### src/hdl/ipvcr_pkg.sv
`timescale 1ns / 1ps
package ipvcr_pkg;

  localparam int WAYS_DEF = 16;
  localparam int SETS_DEF = 64;

  // field widths
  localparam int OP_W   = 2;
  localparam int SIDX_W = 6;
  localparam int WAYF_W = 4;
  localparam int POS_W  = 5;
  localparam int PV_W   = 64;
  localparam int INS_W  = 4;
  localparam int PV_ENT_W = 4;

  localparam logic [POS_W-1:0] POS_MAX   = 5'd31;
  localparam logic [INS_W-1:0] INS_RESET = 4'd13;
  localparam logic [PV_W-1:0]  PV_RESET  = '0;

  localparam int IN_TDATA_W  = 16;
  localparam int IN_TUSER_W  = OP_W;
  localparam int OUT_TDATA_W = 16;
  localparam int CFG_IDX_W   = 1;
  localparam int CFG_DATA_W  = PV_W;

  typedef enum logic [OP_W-1:0] {
    OP_HIT    = 2'd0,
    OP_FILL   = 2'd1,
    OP_VICTIM = 2'd2
  } op_t;

  typedef enum logic [CFG_IDX_W-1:0] {
    CFG_PROMO_VEC  = 1'b0,
    CFG_INSERT_POS = 1'b1
  } cfg_reg_t;

  typedef enum logic [1:0] {
    ST_CLEAR = 2'b01,
    ST_RUN   = 2'b10
  } state_t;

  // request handed to the row update logic
  typedef struct packed {
    logic [OP_W-1:0]   op;
    logic [WAYF_W-1:0] way;
    logic              ok;    // operation in range and legal
  } ipvcr_req_t;

  function automatic logic [POS_W-1:0] sat_inc(input logic [POS_W-1:0] p);
    sat_inc = (p == POS_MAX) ? POS_MAX : p + POS_W'(1);
  endfunction

endpackage

### src/hdl/ipvcr_row_update.sv
`timescale 1ns / 1ps
module ipvcr_row_update #(
  parameter int WAYS  = ipvcr_pkg::WAYS_DEF,
  parameter int WAY_W = $clog2(WAYS)
) (
  input  ipvcr_pkg::ipvcr_req_t                              req,
  input  logic [ipvcr_pkg::PV_W-1:0]                         promo_vec,
  input  logic [ipvcr_pkg::INS_W-1:0]                        ins_pos,
  input  logic [WAYS-1:0][ipvcr_pkg::POS_W-1:0]              pos_in,
  input  logic [WAYS-1:0]                                    vld_in,
  output logic [WAYS-1:0][ipvcr_pkg::POS_W-1:0]              pos_out,
  output logic [WAYS-1:0]                                    vld_out,
  output logic [ipvcr_pkg::WAYF_W-1:0]                       victim_way,
  output logic [ipvcr_pkg::POS_W-1:0]                        new_pos
);
  import ipvcr_pkg::*;

  localparam int NP = 1 << WAY_W;

  logic [WAY_W-1:0]    widx;
  logic [POS_W-1:0]    old_pos;
  logic [PV_ENT_W-1:0] pv_sel;
  logic [POS_W-1:0]    hit_pos;
  logic [POS_W-1:0]    ins_ext;
  logic                hit_ok;
  logic [POS_W-1:0]    tp [NP];
  logic [WAYF_W-1:0]   tw [NP];

  assign widx    = req.way[WAY_W-1:0];
  assign old_pos = pos_in[widx];
  // positions of 16 and up share the last entry
  assign pv_sel  = (old_pos > POS_W'(15)) ? PV_ENT_W'(15) : old_pos[PV_ENT_W-1:0];
  assign hit_pos = POS_W'(promo_vec[pv_sel*PV_ENT_W +: PV_ENT_W]);
  assign ins_ext = POS_W'(ins_pos);
  assign hit_ok  = req.ok && (req.op == OP_HIT) && vld_in[widx];

  always_comb begin
    pos_out = pos_in;
    vld_out = vld_in;
    new_pos = '0;
    if (hit_ok) begin
      for (int i = 0; i < WAYS; i++) begin
        if (WAY_W'(i) != widx && vld_in[i] && pos_in[i] >= hit_pos && pos_in[i] < old_pos)
          pos_out[i] = sat_inc(pos_in[i]);
      end
      pos_out[widx] = hit_pos;
      new_pos       = hit_pos;
    end else if (req.ok && req.op == OP_FILL) begin
      for (int i = 0; i < WAYS; i++) begin
        if (vld_in[i] && pos_in[i] >= ins_ext)
          pos_out[i] = sat_inc(pos_in[i]);
      end
      pos_out[widx] = ins_ext;
      vld_out[widx] = 1'b1;
      new_pos       = ins_ext;
    end
  end

  // max tree, lower way wins ties, all-zero picks way 0
  always_comb begin
    for (int i = 0; i < NP; i++) begin
      tp[i] = '0;
      tw[i] = WAYF_W'(i);
    end
    for (int i = 0; i < WAYS; i++) begin
      tp[i] = vld_in[i] ? pos_in[i] : '0;
    end
    for (int l = 0; l < WAY_W; l++) begin
      for (int i = 0; i < (NP >> (l + 1)); i++) begin
        if (tp[2*i+1] > tp[2*i]) begin
          tp[i] = tp[2*i+1];
          tw[i] = tw[2*i+1];
        end else begin
          tp[i] = tp[2*i];
          tw[i] = tw[2*i];
        end
      end
    end
    victim_way = (req.ok && req.op == OP_VICTIM) ? tw[0] : '0;
  end

endmodule

### config.mk
export PLATFORM = sky130hd
export DESIGN_NAME = ipvcr_row_update
export DESIGN_NICKNAME = d
export VERILOG_FILES = /design/src/hdl/ipvcr_pkg.sv /design/src/hdl/ipvcr_row_update.sv
export SDC_FILE = /design/constraint.sdc
export NUM_CORES = 1
export LEC_CHECK = 0
export ABC_AREA = 1
export BUFFER_PORTS_ARGS = -buffer_cell sky130_fd_sc_hd__buf_4
export CORE_MARGIN = 2
export CORE_UTILIZATION = 25
export DETAILED_ROUTE_END_ITERATION = 8
export PLACE_DENSITY_LB_ADDON = 0.05
export SLEW_MARGIN = 20
export SYNTH_ARGS = -nofsm -noshare
export SYNTH_HDL_FRONTEND = slang
export SYNTH_SLANG_ARGS = --single-unit
### constraint.sdc
create_clock -name vclk -period 5.4
set_clock_uncertainty 0.2 [all_clocks]
set_input_delay 0 -clock vclk [all_inputs]
set_output_delay 0 -clock vclk [all_outputs]
set_load 0.01 [all_outputs]
==> impl_metrics.tcl <==
set metrics [dict create \
    syn_to_final_growth_pct 43.1 \
    n_antenna_cell 0 \
    holdCritPathClass "in -> out" \
    regArea_um2 0 \
    drv_cap 0 \
    slew_violations 0 \
    portBuffers 275 \
    drt_first_pass_iters 6 \
    hold_viol 0 \
    syn_area_mm2 0.0156 \
    drt_iter0_drc 1585 \
    worst_path_max_delay_cell "o311ai_4" \
    wirelength_um 83600 \
    grt_pass1_vias 20202 \
    fillers 6782 \
    nClkBuffers 0 \
    cp_common_cell "nand2_4" \
    grt_pass1_wl_um 123000 \
    wl_per_cell_um 20.3 \
    final_nets 3738 \
    synth_area_leaders "ha_1, nand2_1, inv_1" \
    min_period_ps 5260 \
    synth_top_cell_by_area "ha_1" \
    p_switching_mw 2.74 \
    io_pins 276 \
    status "completed" \
    fin_area_mm2 0.0223 \
    die_y_um 254 \
    multi_input_area_mm2 0.0147 \
    vdd_drop_max_mv 0.207 \
    postRouteAntennaNets 0 \
    startpoint_type "input port" \
    synthCells 2760 \
    initial_core_util_pct 25.3 \
    vias_per_cell 5.09 \
    worstSetupPathType "in -> out" \
    antenna_found_initial 1 \
    cp.required_ps 5200 \
    place_hpwl_um 62900 \
    whs_ps 248 \
    finalPower_mw 4.85 \
    fp.dieW_um 254 \
    grt.overflow.total 0 \
    slew_headroom_pct 29.7 \
    design.seq.count 0 \
    ys_warn_count 0 \
    rows 91 \
    post_synth.cell_area_avg_um2 5.64 \
    syn-num-nets 3214 \
    tightestPinTransition_ps 1050 \
    dieArea_mm2 0.0643 \
    hold_buffers 0 \
    setup_violations 0 \
    power_frac_clock_pct 0 \
    critical_path_arrival_ps 5060 \
    synth.top_cell.area_share_pct 22.7 \
    groute.usage.overall_pct 24.8 \
    drive_gt1_share_pct 29.8 \
    gp_congestion 0.887 \
    max_freq_mhz 190 \
    p_per_area_mw_per_mm2 218 \
    switching_share_pct 56.4 \
    ys_seq_area_share_pct 0 \
    grt_max_degree 65 \
    min_period_over_period_pct 97.3 \
    power_leakage_nw 11.6 \
    vias 20974 \
    slowest_delay_ps 370 \
    drcViolationCount 0 \
    rsz0062_at_grt "yes" \
    placed_area_mm2 0.0206 \
    ys_types 49 \
    p_int_mw 2.11 \
    seqPwrFrac_pct 0 \
    crit_path_end_kind "primary output" \
    core_mm2 0.0616 \
    final_common_cell "nand2_1" \
    final_core_util_pct 36.2 \
    final_cell_mix "nand2_1, buf_4, inv_1, ha_1, nor2_1" \
    worstPathMaxFanout 8 \
    combPwrFrac_pct 100.0 \
]
-- Yosys cell counts (2+ instances only) --
library cell	count
a211o_1	6
ha_1	283
nor2_4	2
nand2_2	6
a21o_1	2
buf_6	13
a22oi_1	4
o221ai_1	11
nand3_1	148
buf_8	6
nand3_4	6
nand3b_2	3
clkinv_1	2
nor2_1	250
o31ai_1	24
inv_1	388
inv_2	12
o21ai_0	243
o22ai_1	61
nand2_4	10
nor4_1	6
nand3_2	60
buf_2	18
o311ai_0	8
nand3b_1	19
a21oi_1	185
nand2_1	702
or2_2	7
and3_1	5
a211oi_1	43
o211ai_1	39
clkbuf_1	63
o21ai_1	15
nor3_1	12
buf_12	2
o21bai_1	40
buf_4	16
nand4_1	29
-- final timing paths --
| kind | from | cells past startpoint | to | slack (ps) |
|---|---|---|---|---|
| max | pos_in[18] | 37 | victim_way[0] | 140 |
| min | req[5] | 5 | victim_way[0] | 250 |
-- metal layers --
metal / GRT usage (%) / vias to the layer above / share of wire, %
li1: - / 10392 / -
met1: 33.7 / 9765 / 45
met2: 42.4 / 710 / 47
met3: 2.06 / 105 / 5.6
met4: 5.21 / 2 / 2.1
met5: 0 / - / 0.017
-- worst max-delay path, delay by kind of cell --
family	cells	cell delay (ps)
compound gates	10	1530
fa+ha+maj	4	1100
buf+inv	8	760
simple gates	15	1630
-- logic make-up (layout without fill, tap and decap cells) --
kind of cell / after synthesis / in the layout / share of synthesized area, %
AND/OR/NAND/NOR: 1271 / 1271 / 37.2
adder cells (fa/ha/maj): 283 / 283 / 22.7
buffers and inverters: 520 / 1041 / 14.3
AO/OA/AOI/OAI: 685 / 686 / 25.6
other: 1 / 1 / 0.0241
-- power by group through the flow --
stage / clock (mW) / combinational, mW / sequential [mW]
after floorplan: 0 / 2.00 / 0
after global placement: 0 / 3.82 / 0
after detailed placement: 0 / 3.86 / 0
after CTS: 0 / 4.05 / 0
after global routing: 0 / 5.29 / 0
final: 0 / 4.85 / 0
-- final cells by class --
class,instances,share of cell area (%)
multi-input combinational,2241,66.1
timing repair buffer,638,22.3
inverter,402,6.87
tap,837,4.70
timing repair inverter,1,0.0281
-- through the flow --
stage               TNS [ps]  setup WS, ps  instances
floorplan                  0          32.9       2760
global placement       -2200          -650       4094
detailed placement     -2610          -738       4094
CTS                        0          1.85       4102
global route            -199         -95.3       4119
finish                     0           145       4119
-- timing repair --
action / 4_1_cts / 5_1_grt
setup buffers: 7 / 20
cloned: 1 / 2
setup endpoints to repair: 4 / 4
resized for setup: 69 / 289
pin swaps: 16 / 91
No activity file was read; power rests on OpenSTA's default activity.
